===== config.mk =====
export PLATFORM = sky130hd
export DESIGN_NAME = broadcast_ring_queue_flat
export DESIGN_NICKNAME = d
export VERILOG_FILES = /design/src/sv/brq_pkg.sv /design/src/sv/brq_if.sv /design/src/sv/brq_ram.sv /design/src/sv/brq_core.sv /design/src/sv/broadcast_ring_queue.sv /design/src/flat_wrapper.sv
export SDC_FILE = /design/constraint.sdc
export NUM_CORES = 1
export LEC_CHECK = 0
export BUFFER_PORTS_ARGS = -buffer_cell sky130_fd_sc_hd__buf_2
export CORE_ASPECT_RATIO = 0.6
export CORE_MARGIN = 5
export CORE_UTILIZATION = 62
export CTS_CLUSTER_DIAMETER = 60
export DETAILED_ROUTE_END_ITERATION = 12
export PLACE_DENSITY = 0.8
export SETUP_SLACK_MARGIN = 0.02
export SYNTH_ARGS = -nofsm -noshare
export SYNTH_HDL_FRONTEND = slang
export SYNTH_SLANG_ARGS = --single-unit

===== constraint.sdc =====
create_clock -name clk -period 4.7 [get_ports clk]
set_input_delay 0.47 -clock clk [delete_from_list [all_inputs] [get_ports clk]]
set_output_delay 0.47 -clock clk [all_outputs]
set_load 0.02 [all_outputs]

===== src/sv/brq_pkg.sv =====
`timescale 1ns / 1ps
// brq_pkg: sizes, operation and status codes, and shared structs for the
// broadcast ring queue. Depends on nothing.
package brq_pkg;

	localparam int DEPTH      = 16;
	localparam int CONSUMERS  = 8;
	localparam int DATA_WIDTH = 32;

	localparam int IDX_W = $clog2(DEPTH);
	localparam int CID_W = (CONSUMERS > 1) ? $clog2(CONSUMERS) : 1;
	localparam int CNT_W = $clog2(CONSUMERS + 1);

	// port field widths
	localparam int FUNC_W   = 2;
	localparam int ID_W     = 3;
	localparam int STATUS_W = 3;
	localparam int COUNT_W  = 4;

	typedef enum logic [FUNC_W-1:0] {
		FN_SUBSCRIBE   = 2'd0,
		FN_UNSUBSCRIBE = 2'd1,
		FN_PRODUCE     = 2'd2,
		FN_CONSUME     = 2'd3
	} func_t;

	typedef enum logic [STATUS_W-1:0] {
		ST_OK           = 3'd0,
		ST_NO_SLOT      = 3'd1,
		ST_FULL         = 3'd2,
		ST_NO_CONSUMERS = 3'd3,
		ST_EMPTY        = 3'd4,
		ST_INACTIVE     = 3'd5,
		ST_UNCOMMITTED  = 3'd6
	} status_t;

	typedef enum logic [1:0] {
		FSM_IDLE,
		FSM_READ,
		FSM_HOLD
	} fsm_t;

	// store access from the index logic
	typedef struct packed {
		logic             we;
		logic [IDX_W-1:0] waddr;
		logic             re;
		logic [IDX_W-1:0] raddr;
	} ram_req_t;

	// per-operation outcome, message word follows from the store
	typedef struct packed {
		status_t            status;
		logic [ID_W-1:0]    assigned_id;
		logic [COUNT_W-1:0] active_count;
		logic               msg_sel;
	} res_t;

endpackage


===== src/sv/brq_if.sv =====
`timescale 1ns / 1ps
// brq_in_if and brq_out_if: valid/ready channels for requests and results.
// Depends on brq_pkg for field widths.
interface brq_in_if;
	logic                           valid;
	logic                           ready;
	logic [brq_pkg::FUNC_W-1:0]     func;
	logic [brq_pkg::ID_W-1:0]       consumer_id;
	logic [brq_pkg::DATA_WIDTH-1:0] message_in;
	logic                           commit;

	modport source (output valid, func, consumer_id, message_in, commit, input ready);
	modport sink (input valid, func, consumer_id, message_in, commit, output ready);
endinterface

interface brq_out_if;
	logic                           valid;
	logic                           ready;
	logic [brq_pkg::STATUS_W-1:0]   status;
	logic [brq_pkg::ID_W-1:0]       assigned_id;
	logic [brq_pkg::DATA_WIDTH-1:0] message_out;
	logic [brq_pkg::COUNT_W-1:0]    active_count;

	modport source (output valid, status, assigned_id, message_out, active_count,
		input ready);
	modport sink (input valid, status, assigned_id, message_out, active_count,
		output ready);
endinterface


===== src/sv/brq_ram.sv =====
`timescale 1ns / 1ps
// brq_ram: generic simple dual-port RAM, one write and one registered read.
// Depends on nothing.
module brq_ram #(
	parameter int WIDTH = 32,
	parameter int DEPTH = 16
) (
	input  logic                     clk,
	input  logic                     we,
	input  logic [$clog2(DEPTH)-1:0] waddr,
	input  logic [WIDTH-1:0]         wdata,
	input  logic                     re,
	input  logic [$clog2(DEPTH)-1:0] raddr,
	output logic [WIDTH-1:0]         rdata
);

	logic [WIDTH-1:0] mem [DEPTH];

	// write port and registered read port
	always_ff @(posedge clk) begin
		if (we) begin
			mem[waddr] <= wdata;
		end
		if (re) begin
			rdata <= mem[raddr];
		end
	end

endmodule


===== src/sv/brq_core.sv =====
`timescale 1ns / 1ps
// brq_core: consumer slots, read and write indices, and the decision for
// each operation, including store access. Depends on brq_pkg.
module brq_core (
	input  logic                           clk,
	input  logic                           arst_n,
	input  logic                           fire,
	input  logic [brq_pkg::FUNC_W-1:0]     func,
	input  logic [brq_pkg::ID_W-1:0]       consumer_id,
	input  logic                           commit,
	output brq_pkg::ram_req_t              ram_req,
	output brq_pkg::res_t                  res
);

	logic [brq_pkg::IDX_W-1:0] write_index_q;
	logic [brq_pkg::IDX_W-1:0] read_index_q [brq_pkg::CONSUMERS];
	logic [brq_pkg::CONSUMERS-1:0] active_q;
	logic [brq_pkg::CNT_W-1:0] total_q;

	logic [brq_pkg::CID_W-1:0] id_idx;
	logic                      id_ok;
	logic [brq_pkg::CID_W-1:0] free_slot;
	logic                      slot_found;
	logic [brq_pkg::IDX_W-1:0] wr_next;
	logic [brq_pkg::IDX_W-1:0] rd_cur;
	logic [brq_pkg::IDX_W-1:0] rd_next;
	logic                      full;

	logic                      set_active;
	logic                      clr_active;
	logic                      adv_write;
	logic                      adv_read;
	logic [brq_pkg::CNT_W-1:0] total_next;
	brq_pkg::status_t          status;

	function automatic logic [brq_pkg::IDX_W-1:0] ring_next(
		input logic [brq_pkg::IDX_W-1:0] idx
	);
		return (idx == brq_pkg::IDX_W'(brq_pkg::DEPTH - 1)) ? '0 : idx + 1'b1;
	endfunction

	// id decode
	assign id_idx  = brq_pkg::CID_W'(consumer_id);
	assign id_ok   = (32'(consumer_id) < 32'(brq_pkg::CONSUMERS)) && active_q[id_idx];
	assign wr_next = ring_next(write_index_q);
	assign rd_cur  = read_index_q[id_idx];
	assign rd_next = ring_next(rd_cur);

	// lowest free slot
	always_comb begin
		free_slot  = '0;
		slot_found = 1'b0;
		for (int i = brq_pkg::CONSUMERS - 1; i >= 0; i--) begin
			if (!active_q[i]) begin
				free_slot  = brq_pkg::CID_W'(i);
				slot_found = 1'b1;
			end
		end
	end

	// full when any active reader sits on the next write slot
	always_comb begin
		full = 1'b0;
		for (int i = 0; i < brq_pkg::CONSUMERS; i++) begin
			if (active_q[i] && (read_index_q[i] == wr_next)) begin
				full = 1'b1;
			end
		end
	end

	// operation decision
	always_comb begin
		status     = brq_pkg::ST_OK;
		set_active = 1'b0;
		clr_active = 1'b0;
		adv_write  = 1'b0;
		adv_read   = 1'b0;
		ram_req    = '0;
		unique case (brq_pkg::func_t'(func))
			brq_pkg::FN_SUBSCRIBE: begin
				if (!slot_found) begin
					status = brq_pkg::ST_NO_SLOT;
				end else begin
					set_active = 1'b1;
				end
			end
			brq_pkg::FN_UNSUBSCRIBE: begin
				if (!id_ok) begin
					status = brq_pkg::ST_INACTIVE;
				end else begin
					clr_active = 1'b1;
				end
			end
			brq_pkg::FN_PRODUCE: begin
				if (total_q == '0) begin
					status = brq_pkg::ST_NO_CONSUMERS;
				end else if (full) begin
					status = brq_pkg::ST_FULL;
				end else begin
					ram_req.we    = 1'b1;
					ram_req.waddr = wr_next;
					if (commit) begin
						adv_write = 1'b1;
					end else begin
						status = brq_pkg::ST_UNCOMMITTED;
					end
				end
			end
			brq_pkg::FN_CONSUME: begin
				if (!id_ok) begin
					status = brq_pkg::ST_INACTIVE;
				end else if (rd_cur == write_index_q) begin
					status = brq_pkg::ST_EMPTY;
				end else begin
					ram_req.re    = 1'b1;
					ram_req.raddr = rd_next;
					if (commit) begin
						adv_read = 1'b1;
					end else begin
						status = brq_pkg::ST_UNCOMMITTED;
					end
				end
			end
			default: begin
				status = brq_pkg::ST_OK;
			end
		endcase
		ram_req.we = ram_req.we & fire;
		ram_req.re = ram_req.re & fire;
	end

	// count after this operation
	always_comb begin
		total_next = total_q;
		if (set_active) begin
			total_next = total_q + 1'b1;
		end else if (clr_active) begin
			total_next = total_q - 1'b1;
		end
	end

	assign res.status       = status;
	assign res.assigned_id  = set_active ? brq_pkg::ID_W'(free_slot) : '0;
	assign res.active_count = brq_pkg::COUNT_W'(total_next);
	assign res.msg_sel      = ram_req.re;

	// slot and index state
	always_ff @(posedge clk or negedge arst_n) begin
		if (!arst_n) begin
			write_index_q <= '0;
			active_q      <= '0;
			total_q       <= '0;
			for (int i = 0; i < brq_pkg::CONSUMERS; i++) begin
				read_index_q[i] <= '0;
			end
		end else if (fire) begin
			total_q <= total_next;
			if (adv_write) begin
				write_index_q <= wr_next;
			end
			if (set_active) begin
				active_q[free_slot]     <= 1'b1;
				read_index_q[free_slot] <= write_index_q;
			end
			if (clr_active) begin
				active_q[id_idx] <= 1'b0;
			end
			if (adv_read) begin
				read_index_q[id_idx] <= rd_next;
			end
		end
	end

endmodule


===== src/sv/broadcast_ring_queue.sv =====
`timescale 1ns / 1ps
// broadcast_ring_queue: top level with request/result sequencing, the
// message store and the output register. Depends on brq_pkg, brq_if,
// brq_ram and brq_core.

// One producer and up to CONSUMERS independent readers share a ring of DEPTH
// message words. Each request is one operation (subscribe, unsubscribe,
// produce, consume) and gives exactly one result. Slot and index state is
// decided and updated at acceptance, the message store (one registered-read
// RAM) returns the word in the next cycle, and the result register then holds
// the result until it is taken. A new request is accepted once the previous
// result has been taken. Nothing is swept after reset; the block is ready as
// soon as reset is released.
module broadcast_ring_queue (
	input  logic       clk,
	input  logic       arst_n,
	brq_in_if.sink     req,
	brq_out_if.source  rsp
);

	brq_pkg::fsm_t     state_q;
	brq_pkg::fsm_t     state_next;
	logic              fire;
	logic              capture_msg;
	brq_pkg::ram_req_t ram_req;
	brq_pkg::res_t     res;
	brq_pkg::res_t     res_s1;
	logic [brq_pkg::DATA_WIDTH-1:0] rdata;
	logic [brq_pkg::DATA_WIDTH-1:0] msg_q;

	assign fire = req.valid && req.ready;

	brq_core u_core (
		.clk         (clk),
		.arst_n      (arst_n),
		.fire        (fire),
		.func        (req.func),
		.consumer_id (req.consumer_id),
		.commit      (req.commit),
		.ram_req     (ram_req),
		.res         (res)
	);

	brq_ram #(
		.WIDTH (brq_pkg::DATA_WIDTH),
		.DEPTH (brq_pkg::DEPTH)
	) u_store (
		.clk   (clk),
		.we    (ram_req.we),
		.waddr (ram_req.waddr),
		.wdata (req.message_in),
		.re    (ram_req.re),
		.raddr (ram_req.raddr),
		.rdata (rdata)
	);

	// next state
	always_comb begin
		state_next = state_q;
		unique case (state_q)
			brq_pkg::FSM_IDLE: begin
				if (req.valid) begin
					state_next = brq_pkg::FSM_READ;
				end
			end
			brq_pkg::FSM_READ: begin
				state_next = brq_pkg::FSM_HOLD;
			end
			brq_pkg::FSM_HOLD: begin
				if (rsp.ready) begin
					state_next = brq_pkg::FSM_IDLE;
				end
			end
			default: begin
				state_next = brq_pkg::FSM_IDLE;
			end
		endcase
	end

	// handshake outputs
	always_comb begin
		req.ready   = 1'b0;
		rsp.valid   = 1'b0;
		capture_msg = 1'b0;
		unique case (state_q)
			brq_pkg::FSM_IDLE: req.ready   = 1'b1;
			brq_pkg::FSM_READ: capture_msg = 1'b1;
			brq_pkg::FSM_HOLD: rsp.valid   = 1'b1;
			default: req.ready = 1'b0;
		endcase
	end

	always_ff @(posedge clk or negedge arst_n) begin
		if (!arst_n) begin
			state_q <= brq_pkg::FSM_IDLE;
		end else begin
			state_q <= state_next;
		end
	end

	// result payload
	always_ff @(posedge clk) begin
		if (fire) begin
			res_s1 <= res;
		end
		if (capture_msg) begin
			msg_q <= res_s1.msg_sel ? rdata : '0;
		end
	end

	assign rsp.status       = res_s1.status;
	assign rsp.assigned_id  = res_s1.assigned_id;
	assign rsp.active_count = res_s1.active_count;
	assign rsp.message_out  = msg_q;

`ifndef SYNTH
	// requests and results never overlap
	a_ready_excl: assert property (@(posedge clk) disable iff (!arst_n)
		req.ready |-> !rsp.valid)
		else $error("request ready while a result is pending");

	// every accepted request passes through the read state and then shows its result
	a_latency: assert property (@(posedge clk) disable iff (!arst_n)
		(req.valid && req.ready) |-> ##2 rsp.valid)
		else $error("result not presented after request");

	// message word is zero unless a consume read the store
	a_msg_zero: assert property (@(posedge clk) disable iff (!arst_n)
		(rsp.valid && rsp.status != brq_pkg::ST_OK
			&& rsp.status != brq_pkg::ST_UNCOMMITTED) |-> (rsp.message_out == '0))
		else $error("message returned on a failed operation");

	// a result stays until taken
	a_hold: assert property (@(posedge clk) disable iff (!arst_n)
		(rsp.valid && !rsp.ready) |=> (rsp.valid && $stable(rsp.message_out)))
		else $error("result dropped while stalled");
`endif

endmodule

===== src/flat_wrapper.sv =====
// flat-port wrapper written by rule: the top's interface ports become plain ports
module broadcast_ring_queue_flat 
  (clk, arst_n, req_valid, req_func, req_consumer_id, req_message_in, req_commit, req_ready, rsp_valid, rsp_status, rsp_assigned_id, rsp_message_out, rsp_active_count, rsp_ready);
  brq_in_if req_i ();
  brq_out_if rsp_i ();
  input  logic clk;
  input  logic arst_n;
  input wire logic [$bits(req_i.valid)-1:0] req_valid;
  input wire logic [$bits(req_i.func)-1:0] req_func;
  input wire logic [$bits(req_i.consumer_id)-1:0] req_consumer_id;
  input wire logic [$bits(req_i.message_in)-1:0] req_message_in;
  input wire logic [$bits(req_i.commit)-1:0] req_commit;
  output wire logic [$bits(req_i.ready)-1:0] req_ready;
  output wire logic [$bits(rsp_i.valid)-1:0] rsp_valid;
  output wire logic [$bits(rsp_i.status)-1:0] rsp_status;
  output wire logic [$bits(rsp_i.assigned_id)-1:0] rsp_assigned_id;
  output wire logic [$bits(rsp_i.message_out)-1:0] rsp_message_out;
  output wire logic [$bits(rsp_i.active_count)-1:0] rsp_active_count;
  input wire logic [$bits(rsp_i.ready)-1:0] rsp_ready;
  assign req_i.valid = req_valid;
  assign req_i.func = req_func;
  assign req_i.consumer_id = req_consumer_id;
  assign req_i.message_in = req_message_in;
  assign req_i.commit = req_commit;
  assign req_ready = req_i.ready;
  assign rsp_valid = rsp_i.valid;
  assign rsp_status = rsp_i.status;
  assign rsp_assigned_id = rsp_i.assigned_id;
  assign rsp_message_out = rsp_i.message_out;
  assign rsp_active_count = rsp_i.active_count;
  assign rsp_i.ready = rsp_ready;
  broadcast_ring_queue u_core (.clk(clk), .arst_n(arst_n), .req(req_i), .rsp(rsp_i));
endmodule

After elaboration in Yosys (flattened, before gate mapping)
Memories as Yosys holds them, arrays and structs flattened. A register that Yosys moved wholly into a read port is not among the register bits. Cells that the tools add are included.

$lt $le $gt $ge: 8. Mux-type cells: 82. Equal/unequal tests: 18. Bitwise gates (word level): 7. Add/subtract/negate cells: 4. Reduce and logical (&&, ||, !) cells: 18.

Operators with widths (count): 32-bit 2-to-1 mux (3); 32-bit bitwise mux (2); 3-bit 2-to-1 mux (14); 4-bit == test (9); 1-bit 2-to-1 mux (36); 4-bit 2-to-1 mux (8); 5-bit 2-to-1 mux (6); 4-bit demux with 3-bit select (2); 8-bit 2-to-1 mux (3); 1-bit logical AND (13); 4-bit by 1-bit adder with 4-bit output, second input constant (3); 4-bit binary-select mux with 3-bit select (1); 3-bit case mux with 4 select lines (1); 8-bit AND (1); 4-bit == test, second input constant (2); 4-bit greater-or-equal comparator, second input constant (2); 3-bit by 4-bit less-than comparator with 1-bit output, second input constant (2); 4-bit by 1-bit less-than comparator with 1-bit output, second input constant (2); 3-bit inverter with 4-bit output (2); 8-bit inverter (1); 8-bit bitwise OR (1); 1-bit demux with 3-bit select (2); 2-bit == test, second input constant (3); 3-bit by 1-bit greater-or-equal comparator with 1-bit output, second input constant (2); 10 further kinds (16).

Output and inout bits: 44. Memories kept: 1. Bits of input ports: 42. Memory bits (writable): 512. Logic and storage cells: 155. Flip-flop bits (word level): 93.

Memory list: u_core.u_store.mem (depth 16, width 32, rd ports 1, clocked after Yosys merged registers in 1, wr ports 1, RTL line brq_ram.sv:17) `logic [WIDTH-1:0] mem [DEPTH];`.

Logic depth before layout (Yosys ltp)
Gate-level depths: netlist of run 1.

Depth after elaboration: 18. Gate-level depth with buffers: 16. Mapped depth without buffers: 11.

Modules after synthesis
A second synthesis of run 1 with hierarchy kept.

Cells, all modules: 1382. Area, all modules: 25698.4 µm².

Modules (own cells, without submodules): brq_ram (seq. area each 16335.7 µm², times used 1, area an instance 20155.6 µm², cells each 838); brq_core (seq. area each 1201.2 µm², times used 1, area an instance 3871.2 µm², cells each 447); broadcast_ring_queue (seq. area each 1341.3 µm², times used 1, area an instance 1671.6 µm², cells each 97).

Worst setup path before layout of run 1
No wires, ideal clock.

Path kind: register to register. Start point: register u_core.u_core.write_index_q[1] in the netlist's numbering. End point: memory u_core.u_store.mem[11][0], enable pin. Clock period less this slack: 4.310 ns. Data required time: 4.279 ns. Cell stages (with the launch flop): 10. Library setup time: 0.421 ns. Path buffers: 0. Setup slack: 0.390 ns. Arrival: 3.889 ns. Path through: dfrtp_1 > ha_1 > a21oi_1 > o21a_1 > nor2_1 > xnor2_1 > o221ai_1 > nor4_1 > nand3_1 > nor2_1.

Cells in the longest elaborated chain, start to end: 18. Elaborated cells on any way between the ends: 33. Classes of those cells: add/sub: 1; eq/ne: 9; mux: 14; bitwise: 1; reduce/logical: 8.

Ends and longest elaborated chain: start: declaration (RTL line brq_core.sv:15) `logic [brq_pkg::IDX_W-1:0] write_index_q;`; start signal: assignment (RTL line brq_core.sv:159) `write_index_q <= wr_next;`; 4-bit by 1-bit adder with 4-bit output or 4-bit == test (tied branches) (RTL line brq_core.sv:39) `return (idx == brq_pkg::IDX_W'(brq_pkg::DEPTH - 1)) ? '0 : idx + 1'b1;`; 4-bit 2-to-1 mux * (RTL line brq_core.sv:39); 4-bit == test (RTL line brq_core.sv:65) `if (active_q[i] && (read_index_q[i] == wr_next)) begin`; 1-bit logical AND (RTL line brq_core.sv:65); 1-bit 2-to-1 mux (8 in series) (RTL line brq_core.sv:65); 5-bit 2-to-1 mux * (RTL line brq_core.sv:97) `end else if (full) begin`; 5-bit 2-to-1 mux * (RTL line brq_core.sv:95) `if (total_q == '0) begin`; 5-bit 2-to-1 mux * (RTL line brq_core.sv:79) `unique case (brq_pkg::func_t'(func))`; 1-bit AND (RTL line brq_core.sv:128) `ram_req.we = ram_req.we & fire;`; 1-bit 2-to-1 mux (RTL line brq_ram.sv:21) `if (we) begin`; 1-bit 2-to-1 mux (implied by the code) (RTL line brq_ram.sv:22) `mem[waddr] <= wdata;`; end: declaration (RTL line brq_ram.sv:17).

Every way passes the cells marked *; elsewhere a longest branch is shown, timed or not.

Worst setup path after layout of run 1
Start point: register u_core.u_core.read_index_q[7] in the netlist's numbering. End point: register u_core.u_store.rdata[25], read port of u_core.u_store.mem, data pin.

Cells in the longest elaborated chain, start to end: 8. Elaborated cells on any way between the ends: 11. Classes of those cells: add/sub: 1; eq/ne: 2; mux: 7; bitwise: 1.

Ends and longest elaborated chain: start: declaration (RTL line brq_core.sv:16) `logic [brq_pkg::IDX_W-1:0] read_index_q [brq_pkg::CONSUMERS];`; start signal: indexed assignment (RTL line brq_core.sv:163) `read_index_q[free_slot] <= write_index_q;`; start signal: indexed assignment (RTL line brq_core.sv:169) `read_index_q[id_idx] <= rd_next;`; 4-bit binary-select mux with 3-bit select * (RTL line brq_core.sv:46) `assign rd_cur = read_index_q[id_idx];`; 4-bit 2-to-1 mux (implied by the code) * (2 in series) (RTL line brq_core.sv:46); 4-bit by 1-bit adder with 4-bit output, or another cell as far along (RTL line brq_core.sv:39); 4-bit 2-to-1 mux or 5-bit 2-to-1 mux (tied branches) (RTL line brq_core.sv:39, brq_core.sv:112); 5-bit 2-to-1 mux * (RTL line brq_core.sv:112) `end else if (rd_cur == write_index_q) begin`; 5-bit 2-to-1 mux * (RTL line brq_core.sv:110) `if (!id_ok) begin`; 5-bit 2-to-1 mux * (RTL line brq_core.sv:79); end: declaration (RTL line brq_ram.sv:14) `output logic [WIDTH-1:0] rdata`.

Every way passes the cells marked *; elsewhere a longest branch is shown, timed or not. The select of a mux whose other input is x is not followed. A chain may end at the register's enable or synchronous reset.

==> results of run 1 <==
report_power, final:
| group | leakage, nW | total [mW] | switching (mW) | internal (mW) |
|---|---|---|---|---|
| Combinational | 3.36 | 3.79 | 2.44 | 1.35 |
| Clock | 0.933 | 4.81 | 2.03 | 2.77 |
| Sequential | 5.87 | 6.82 | 0.246 | 6.57 |
synth_stat cells, types with 6 or more instances:
library cell / number / area (um^2)
a311oi_1: 32 / 280
xnor2_1: 35 / 307
nor4_1: 8 / 50.1
o21ai_0: 43 / 215
or3_1: 6 / 37.5
dfrtp_1: 50 / 1250
nand2b_1: 6 / 37.5
nand4_1: 7 / 43.8
a21oi_1: 109 / 546
buf_2: 19 / 95.1
o22ai_1: 8 / 50.1
mux2i_1: 14 / 140
mux2_2: 67 / 754
o21ai_1: 8 / 40.0
and2_1: 69 / 432
nor2_1: 48 / 180
mux4_2: 66 / 1490
a222oi_1: 18 / 180
a221o_1: 7 / 70.1
a2111oi_0: 63 / 552
nand3_1: 13 / 65.1
nor3_1: 55 / 275
inv_1: 40 / 150
nand2_1: 220 / 826
buf_1: 7 / 26.3
buf_4: 15 / 113
edfxtp_1: 587 / 17600
clkbuf_1: 84 / 315
a31oi_1: 35 / 219
worst register-to-register path, delay by kind of cell (launching register included):
kind                   cells  cell delay, ns
flip-flops                 1            0.54
AO/OA/AOI/OAI              4            1.83
buffers and inverters      1            0.45
XOR/XNOR                   1            0.20
multiplexers               2            0.90
worst paths after layout:
| kind | slack [ns] | to | startpoint | cells after the start |
|---|---|---|---|---|
| setup / recovery | 0.48 | u_core.u_store.rdata[25] | u_core.u_core.read_index_q[7] | 8 |
| hold / removal | -0.001 | u_core.u_core.total_q[2] | arst_n | 2 |
| setup reg to reg | 0.48 | u_core.u_store.rdata[25] | u_core.u_core.read_index_q[7] | 8 |
| hold reg to reg | 0.52 | u_core.rsp.message_out[5] | u_core.u_store.rdata[5] | 1 |
| max in group asynchronous | 4.20 | u_core.u_core.read_index_q[20] | arst_n | 2 |
| min in group clk | 0.15 | u_core.state_q[1] | rsp_ready | 3 |
cell type report:
type                       instances  area (um^2)
inverter                          42          158
antenna                            3         7.51
fill                            2645        12700
multi-input combinational       1000         7560
tap                              579          724
timing repair buffer             157         1220
clock inverter                    35          443
clock buffer                      66         1460
sequential                       637        18900
per-stage QoR:
| step | setup WS [ns] | hold slack [ns] | cells |
|---|---|---|---|
| after floorplan | 0.390 | 0.174 | 1807 |
| after global placement | 0.413 | 0.497 | 2415 |
| after detailed placement | 0.256 | 0.505 | 2415 |
| after CTS | 0.751 | 0.0138 | 2516 |
| after global routing | 0.363 | 0.0595 | 2517 |
| final | 0.477 | -0.000965 | 2519 |
metal layers:
metal  vias to the layer above  track usage, %
met5                         -               0
met4                         0            5.61
met3                       116            11.0
met2                      1229            42.0
met1                      8743            45.6
li1                       7251               -
cells by family after synthesis:
logic type	Yosys count	share of synthesized area (%)
xor gates and xnor gates	39	1.27
adders and majority gates	4	0.186
and+or+nand+nor	446	7.59
muxes	148	8.91
DFF	637	70.0
buffers and inverters	170	2.75
AOI/OAI and AO/OA	363	9.30
flip-flops by register name (all words and copies together) (netlist names):
register                     cells
u_core.u_core.active_q           8
u_core.rsp.status                3
u_core.rsp.message_out          32
u_core.u_core.write_index_q      4
u_core.state_q                   2
u_core.rsp.active_count          4
u_core.res_s1                    1
u_core.rsp.assigned_id           3
u_core.u_store.rdata            32
u_core.u_store.mem             512
u_core.u_core.total_q            4
u_core.u_core.read_index_q      32
==> metrics.md, run 1 <==
| Metric | Value |
|---|---|
| Delay-heaviest family, CP | `compound AO/OA/AOI/OAI gates` |
| Ys Warns | `0` |
| Gr usage total | `29.8%` |
| Layout cells sized above 1 | `21.1%` |
| Vias in the first global route | `16,734` |
| Clock latency on the worst-skew pair | `0.60 ns` |
| WL met2 | `30,400 um` |
| Final min period | `4.22 ns` |
| Setup bufs post-CTS | `0` |
| Synth Cell Area | `27,000 um^2` |
| DR iter-0 viols | `2,620` |
| Port bufs | `85` |
| DRC errors left | `0` |
| Die W | `279 um` |
| CTS Buf Count | `55` |
| PD cells | `506 nW/um^2` |
| Fin Hold WS | `-0.000965 ns` |
| Setup Skew | `0.0206 ns` |
| CTS sink cnt | `637` |
| Slew headroom | `4.98%` |
| WP data arrival | `4.53 ns` |
| Fmax | `237 MHz` |
| Routed vias/inst | `6.88` |
| Nets | `1,939` |
| Layout Area Growth over Synthesis | `12.9%` |
| Maximum vdd drop | `0.000496 V` |
| Crit path largest cell delay | `0.84 ns` |
| CTS Buffer Depth | `3` |
| Post-CTS Resized | `0` |
| Final hold vios | `1` |
| Status | `complete, but fails checks` |
| Worst Path Buf+Inv | `1` |
| Leak Pwr | `10.2 nW` |
| Part of the Yosys area used for sequential elements | `70.0%` |
| Final TNS setup | `0 ns` |
| # setup viols final | `0` |
| Post-Layout Inst Area | `30,400 um^2` |
| Post-synthesis average cell area | `14.9 um^2` |
| Worst path slowest cell | `a2111oi_0` |
| Async set-reset flop share out of synthesis | `7.85%` |
| Routed Antenna Nets | `0` |
| Synth Flop Type | `edfxtp_1` |
| Final WL | `71,600 um` |
| WL per Instance | `28.4 um` |
| Layout Utilization | `70.5%` |
| Worst Setup Start Kind | `flop` |
| Dpl cell area | `28,500 um^2` |
| Cts hold-fix bufs | `0` |
| Tot Pwr | `15.4 mW` |
| WL met1 | `28,800 um` |
| Commonest non-fill, non-tap cells in the layout | `edfxtp_1 (587), nand2_1 (220), a21oi_1 (109)` |
| H-tree levels | `2` |
| Core Rows | `59` |
| Clock transition at path regs | `0.07 ns` |
| Failing checks | `hold timing` |
| Worst Hold Class | `input pin to async pin` |
| First-pass GRT wire length | `106,000 um` |
| Ports | `86` |
| Distinct cells, synth | `63` |
| Core ar. | `43,200 um^2` |
| CP cell instances | `mux4_2 > mux2i_4 > xnor2_1 > o41ai_4 > buf_4 > o21ai_1 > a2111oi_0 > a311oi_1` |
| Yosys reg bits | `637` |
| Initial antenna violation count | `4` |
| Worst Path Required | `5.01 ns` |
| Pins Over Slew Limit | `0` |
| Final RePlAce weighted congestion | `1.00` |
| Mapped Cells | `1,807` |
| Die height | `172 um` |
| Commonest non-fill, non-tap cell in the layout | `edfxtp_1` |
| # Max-Cap Violations | `0` |
| Worst-Margin Slew | `1.41 ns` |
| CP Class | `flop to flop` |
| Unrepaired setup endpoints after global routing | `no` |
| Initial Utilization | `62.5%` |
| Pin count of the biggest net entering global routing | `121` |
| Metal3 WL | `11,100 um` |
| First drt pass iteration count | `9` |
| Final period util | `89.9%` |
| Via count | `17,339` |
| CP endpoint kind | `flop` |
| Final HPWL DP | `43,500 um` |
| Top sig layer | `met4` |
| CTS tree | `built` |
| Synthesized Nets | `1,853` |
| Root Buffer | `clkbuf_16` |
| Crit-path max FO | `35` |
| GRT overflow | `0` |
| EDFF count, synth | `587` |
| Die area | `47,900 um^2` |
(Power assumes the default switching activity.)
==> run 2: changes to the inputs <==
RECOVER_POWER = 50   (was default)
==> metrics.md, run 2 (synthesis gave the netlist of run 1 again) <==
| Metric | Value |
|---|---|
| Status | `complete, but fails checks` |
| Failing checks | `capacitance limit, slew limit` |
| Sw Ratio | `30.7% (+0.064 points)` |
| Clock transition at path regs | `0.07 ns (about the same)` |
| First drt pass iteration count | `6 (-3)` |
| Post-CTS Resized | `0 (unchanged)` |
| Int Power | `10.7 mW (-0.21%)` |
| Core ar. | `43,200 um^2 (unchanged)` |
| Final period util | `89.4% (-0.45 points)` |
| Unrepaired setup endpoints after global routing | `no` |
| Final min period | `4.20 ns (-0.0211 ns)` |
| Pins Over Slew Limit | `144 (+144)` |
| Vias in the first global route | `16,734 (unchanged)` |
| Layout cells sized above 1 | `17.7% (-3.4 points)` |
| Cts hold-fix bufs | `0 (unchanged)` |
| GRT overflow | `0 (unchanged)` |
| Commonest non-fill, non-tap cell in the layout | `edfxtp_1` |
| Leak Pwr | `9.95 nW (-2.1%)` |
| Routed vias/inst | `6.88 (-0.11%)` |
| CTS sink cnt | `637 (unchanged)` |
| Commonest non-fill, non-tap cells in the layout | `edfxtp_1 (587), nand2_1 (220), a21oi_1 (109)` |
| # setup viols final | `0 (unchanged)` |
| Worst-Margin Slew | `2.99 ns (+1.57 ns)` |
| Nets | `1,939 (unchanged)` |
| Switch Pwr | `4.73 mW (about the same)` |
| Final RePlAce weighted congestion | `1.00 (unchanged)` |
| CTS Buffer Depth | `3 (unchanged)` |
| PD cells | `507 nW/um^2 (+0.21%)` |
| Crit-path max FO | `35 (unchanged)` |
| Final WL | `71,500 um (about the same)` |
| Layout Area Growth over Synthesis | `12.5%` |
| Fmax | `238 MHz (+0.50%)` |
| Final hold vios | `0 (-1)` |
| Via count | `17,307 (-0.18%)` |
| Initial Utilization | `62.5% (unchanged)` |
| Clock network power share | `31.2% (about the same)` |
| Ports | `86 (unchanged)` |
| Initial antenna violation count | `3 (-1)` |
| Fin Hold WS | `0.144 ns (+0.145 ns)` |
| Die area | `47,900 um^2 (unchanged)` |
| CTS Buf Count | `55 (unchanged)` |
| Max reg flops | `512 (unchanged)` |
| Pin count of the biggest net entering global routing | `121 (unchanged)` |
| Die height | `172 um (unchanged)` |
| CP endpoint kind | `flop` |
| Port bufs | `85 (unchanged)` |
| Slew headroom | `-99.1% (-100 points)` |
| Maximum vdd drop | `0.000485 V (-2.1%)` |
| H-tree levels | `2 (unchanged)` |
| Final HPWL DP | `43,500 um (unchanged)` |
| CP Class | `flop to flop` |
| WP data arrival | `4.51 ns (-0.02 ns)` |
| Filler instances | `2,690 (+1.7%)` |
| Largest Register | `u_core.u_store.mem` |
| Worst Hold Class | `input pin to flop` |
| Worst Path Required | `5.01 ns (about the same)` |
| Core Rows | `59 (unchanged)` |
| DRC errors left | `0 (unchanged)` |
| Final TNS setup | `0 ns (unchanged)` |
| First-pass GRT wire length | `106,000 um (unchanged)` |
| CTS tree | `built` |
| Setup Skew | `0.0155 ns (-0.00509 ns)` |
| Die W | `279 um (unchanged)` |
| Reg power frac | `44.3% (about the same)` |
| Routed Antenna Nets | `0 (unchanged)` |
| # Max-Cap Violations | `4 (+4)` |
| Gr usage total | `29.8% (unchanged)` |
| Root Buffer | `clkbuf_16` |
| Cells after DPL | `2,415 (unchanged)` |
| Worst Setup Start Kind | `flop` |
| WL per Instance | `28.4 um (about the same)` |
| Non-Filler Instances | `2,517 (-0.079%)` |
| Clock latency on the worst-skew pair | `0.60 ns (about the same)` |
| Part of the power in combinational logic | `24.4% (-0.2 points)` |
| DR iter-0 viols | `2,689 (+2.6%)` |
| Setup bufs post-CTS | `0 (unchanged)` |
run 2: worst paths after layout:
check,startpoint,end,slack (ns),cells past startpoint
worst max-delay path,u_core.u_core.read_index_q[7],u_core.u_store.rdata[25],0.50,8
worst min-delay path,rsp_ready,u_core.state_q[1],0.14,3
worst max register to register,u_core.u_core.read_index_q[7],u_core.u_store.rdata[25],0.50,8
worst min register to register,u_core.u_store.rdata[5],u_core.rsp.message_out[5],0.52,1
max in group asynchronous,arst_n,u_core.u_core.read_index_q[20],2.06,2
min in group asynchronous,arst_n,u_core.u_core.total_q[2],0.93,2
run 2: stage by stage:
stage                     setup WS (ns)  power [mW]  utilization (%)  instance area [um^2]
after CTS                         0.751        15.3             70.5                 30400
after global routing              0.363        16.0             70.3                 30300
final                             0.498        15.4             70.3                 30300
after detailed placement          0.256        10.6             66.1                 28500
after floorplan                   0.390        9.26                -                 27000
after global placement            0.413        10.5             66.1                 28500
run 2: area by class of cell:
cell class	count	area [um^2]	area share (%)
repair buffers	157	1120	3.69
clock inverters	35	443	1.46
clock buffers	66	1460	4.81
diodes	1	2.50	0.00825
flip-flops and latches	637	18900	62.2
multi-input cells	1000	7560	24.9
inverters	42	158	0.520
well taps	579	724	2.39
run 2: power by group through the flow:
stage               logic [mW]  clock network [mW]  registers (mW)
floorplan                 2.35                   0            6.91
global placement          3.57                   0            6.90
detailed placement        3.68                   0            6.92
CTS                       3.70                4.83            6.80
global route              4.00                5.11            6.84
finish                    3.76                4.81            6.83
run 2: routing by layer:
metal | part of all wire [%] | global-route usage (%) | wire (um)
met1 | 41 | 45.6 | 29100
met2 | 42 | 42.0 | 30200
met3 | 15 | 11.0 | 10900
met4 | 1.7 | 5.61 | 1250
met5 | 0 | 0 | 0
run 2: worst max-delay path, stage by stage (launching register included):
cell	delay, ns
dfrtp_1	0.53
mux4_2	0.58
mux2i_4	0.31
xnor2_1	0.20
o41ai_4	0.73
buf_4	0.45
o21ai_1	0.14
a2111oi_0	0.84
a311oi_1	0.12
==> run 3: changes to the inputs <==
ABC_CLOCK_PERIOD_IN_PS = 4700   (was default)
GPL_TIMING_DRIVEN = 0   (was default)
==> metrics.md, run 3 (synthesis gave the netlist of run 1 again) <==
| Metric | Value |
|---|---|
| Die height | `172 um (unchanged)` |
| Worst-Margin Slew | `2.29 ns (-0.699 ns)` |
| Crit-path max FO | `10 (-71%)` |
| # Max-Cap Violations | `3 (-1)` |
| Worst Setup Start Kind | `flop` |
| Unrepaired setup endpoints after global routing | `no` |
| Initial Utilization | `62.5% (unchanged)` |
| Final min period | `4.64 ns (+0.443 ns)` |
| Fin Hold WS | `0.138 ns (-0.00600 ns)` |
| Die W | `279 um (unchanged)` |
| Pins Over Slew Limit | `75 (-48%)` |
| DR iter-0 viols | `2,907 (+8.1%)` |
| Non-Filler Instances | `2,610 (+3.7%)` |
| CTS Buf Count | `55 (unchanged)` |
| Vias in the first global route | `17,482 (+4.5%)` |
| Commonest non-fill, non-tap cell in the layout | `edfxtp_1` |
| Worst Path Buf+Inv | `5 (+4)` |
| Met2 Use GR | `45.1% (+3.1 points)` |
| DRC errors left | `0 (unchanged)` |
| Ports | `86 (unchanged)` |
| Post-Layout Inst Area | `30,800 um^2 (+1.6%)` |
| Core ar. | `43,200 um^2 (unchanged)` |
| Clock latency on the worst-skew pair | `0.62 ns (+0.02 ns)` |
| Cells after DPL | `2,488 (+3.0%)` |
| Layout cells sized above 1 | `18.8% (+1.1 points)` |
| Status | `complete, but fails checks` |
| Reg power frac | `43.4% (-0.9 points)` |
| Final WL | `79,300 um (+11%)` |
| CP endpoint kind | `flop` |
| Worst Path Required | `5.00 ns (about the same)` |
| Final hold vios | `0 (unchanged)` |
| Int Power | `10.5 mW (-1.5%)` |
| Layout Utilization | `71.4% (+1.1 points)` |
| WP data arrival | `4.95 ns (+0.44 ns)` |
| CP Class | `flop to flop` |
| Final HPWL DP | `52,800 um (+21%)` |
| Tot Pwr | `15.6 mW (+1.4%)` |
| Delay-heaviest family, CP | `buffers and inverters` |
| Worst path slowest cell | `a311oi_2` |
| Nets | `2,032 (+4.8%)` |
| Commonest non-fill, non-tap cells in the layout | `edfxtp_1 (587), nand2_1 (220), clkbuf_1 (135)` |
| Port bufs | `84 (-1.2%)` |
| CTS Buffer Depth | `3 (unchanged)` |
| CTS tree | `built` |
| Die area | `47,900 um^2 (unchanged)` |
| Sw Ratio | `32.7% (+2.0 points)` |
| Switch Pwr | `5.10 mW (+7.9%)` |
| Part of the power in combinational logic | `26.1% (+1.7 points)` |
| Inserted Diodes | `0 (-1)` |
| Setup Skew | `0.0233 ns (+0.00775 ns)` |
| Routed vias/inst | `6.98 (+1.5%)` |
| M1 GR Usage | `48.4% (+2.8 points)` |
| Final RePlAce weighted congestion | `0.988 (-1.4%)` |
| Global route hottest layer | `met1` |
| Worst Hold Class | `input pin to flop` |
| Largest Register | `u_core.u_store.mem` |
| Max reg flops | `512 (unchanged)` |
| Routed Antenna Nets | `0 (unchanged)` |
| Via count | `18,212 (+5.2%)` |
| Maximum vdd drop | `0.000322 V (-34%)` |
| CTS sink cnt | `637 (unchanged)` |
| Final TNS setup | `0 ns (unchanged)` |
| Crit path largest cell delay | `0.64 ns (-0.20 ns)` |
| # setup viols final | `0 (unchanged)` |
| Worst reg2reg setup slack | `0.06 ns (-0.44 ns)` |
| Gr usage total | `32.6% (+2.8 points)` |
| Root Buffer | `clkbuf_16` |
| Clock network power share | `30.6% (-0.6 points)` |
| Clock transition at path regs | `0.08 ns (about the same)` |
| Post-Place Worst Slack | `-1.33 ns (-1.58 ns)` |
| First-pass GRT wire length | `114,000 um (+7.1%)` |
| Leak Pwr | `10.1 nW (+1.9%)` |
| Layout Area Growth over Synthesis | `14.3%` |
| CP cell instances | `mux2i_1 > o32ai_1 > nor2_2 > inv_2 > clkbuf_2 > ha_1 > or3_1 > clkbuf_1 > and2_1 > buf_1 > buf_2 > a2111oi_1 > a311oi_2` |
| Initial antenna violation count | `0 (-3)` |
| Pin count of the biggest net entering global routing | `51 (-58%)` |
| Fmax | `215 MHz (-9.5%)` |
| GRT overflow | `0 (unchanged)` |
| First drt pass iteration count | `8 (+2)` |
| Core Rows | `59 (unchanged)` |
| Dpl cell area | `28,600 um^2 (+0.43%)` |
| PD cells | `506 nW/um^2 (-0.23%)` |
| Final period util | `98.8% (+9.4 points)` |
| Failing checks | `capacitance limit, slew limit` |
| H-tree levels | `2 (unchanged)` |
| Met3 usage | `13.6% (+2.6 points)` |
| Final WS setup | `0.0551 ns (-0.443 ns)` |
| WL per Instance | `30.4 um (+7.0%)` |
| Slew headroom | `-52.5% (+47 points)` |
[run 3: routing by layer]
layer	share of wire, %	vias up
li1	-	7428
met1	39	9036
met2	41	1524
met3	17	224
met4	3.2	0
met5	0	-
[run 3: worst paths after layout]
check / from / end / cells past startpoint
max in group asynchronous: arst_n / u_core.u_core.read_index_q[2] / 3
min: rsp_ready / u_core.state_q[1] / 3
min in group asynchronous: arst_n / u_core.u_core.total_q[0] / 2
max reg2reg: u_core.u_core.read_index_q[20] / u_core.u_store.rdata[26] / 13
max: u_core.u_core.read_index_q[20] / u_core.u_store.rdata[26] / 13
min reg2reg: u_core.u_store.rdata[6] / u_core.rsp.message_out[6] / 1
[run 3: power groups by stage]
stage	combinational, mW	sequential, mW	clock [mW]
final	4.07	6.77	4.77
after global placement	3.65	6.88	0
after CTS	3.92	6.76	4.77
after detailed placement	3.83	6.88	0
after floorplan	2.35	6.91	0
after global routing	4.27	6.80	5.03
[run 3: timing repair]
| item | in CTS | in global routing |
|---|---|---|
| buffers inserted | 4 | 14 |
| hold buffers | 0 | 1 |
| gates resized for setup | 47 | 40 |
| pin swaps | 4 | 9 |
| hold endpoints to repair | 0 | 12 |
| setup endpoints to repair | 550 | 255 |
[run 3: cell type report]
| class | count | area, um^2 |
|---|---|---|
| Timing Repair Buffer | 122 | 957 |
| Clock buffer | 63 | 1410 |
| Multi-Input combinational cell | 1000 | 7620 |
| Tap cell | 579 | 724 |
| Fill cell | 2696 | 12400 |
| Sequential cell | 637 | 18900 |
| Buffer | 128 | 621 |
| Clock inverter | 39 | 467 |
| Inverter | 42 | 158 |
[run 3: tightest hold or removal path, stage by stage]
cell and delay [ns]:
buf_2 0.09, inv_1 0.04, a21o_1 0.10
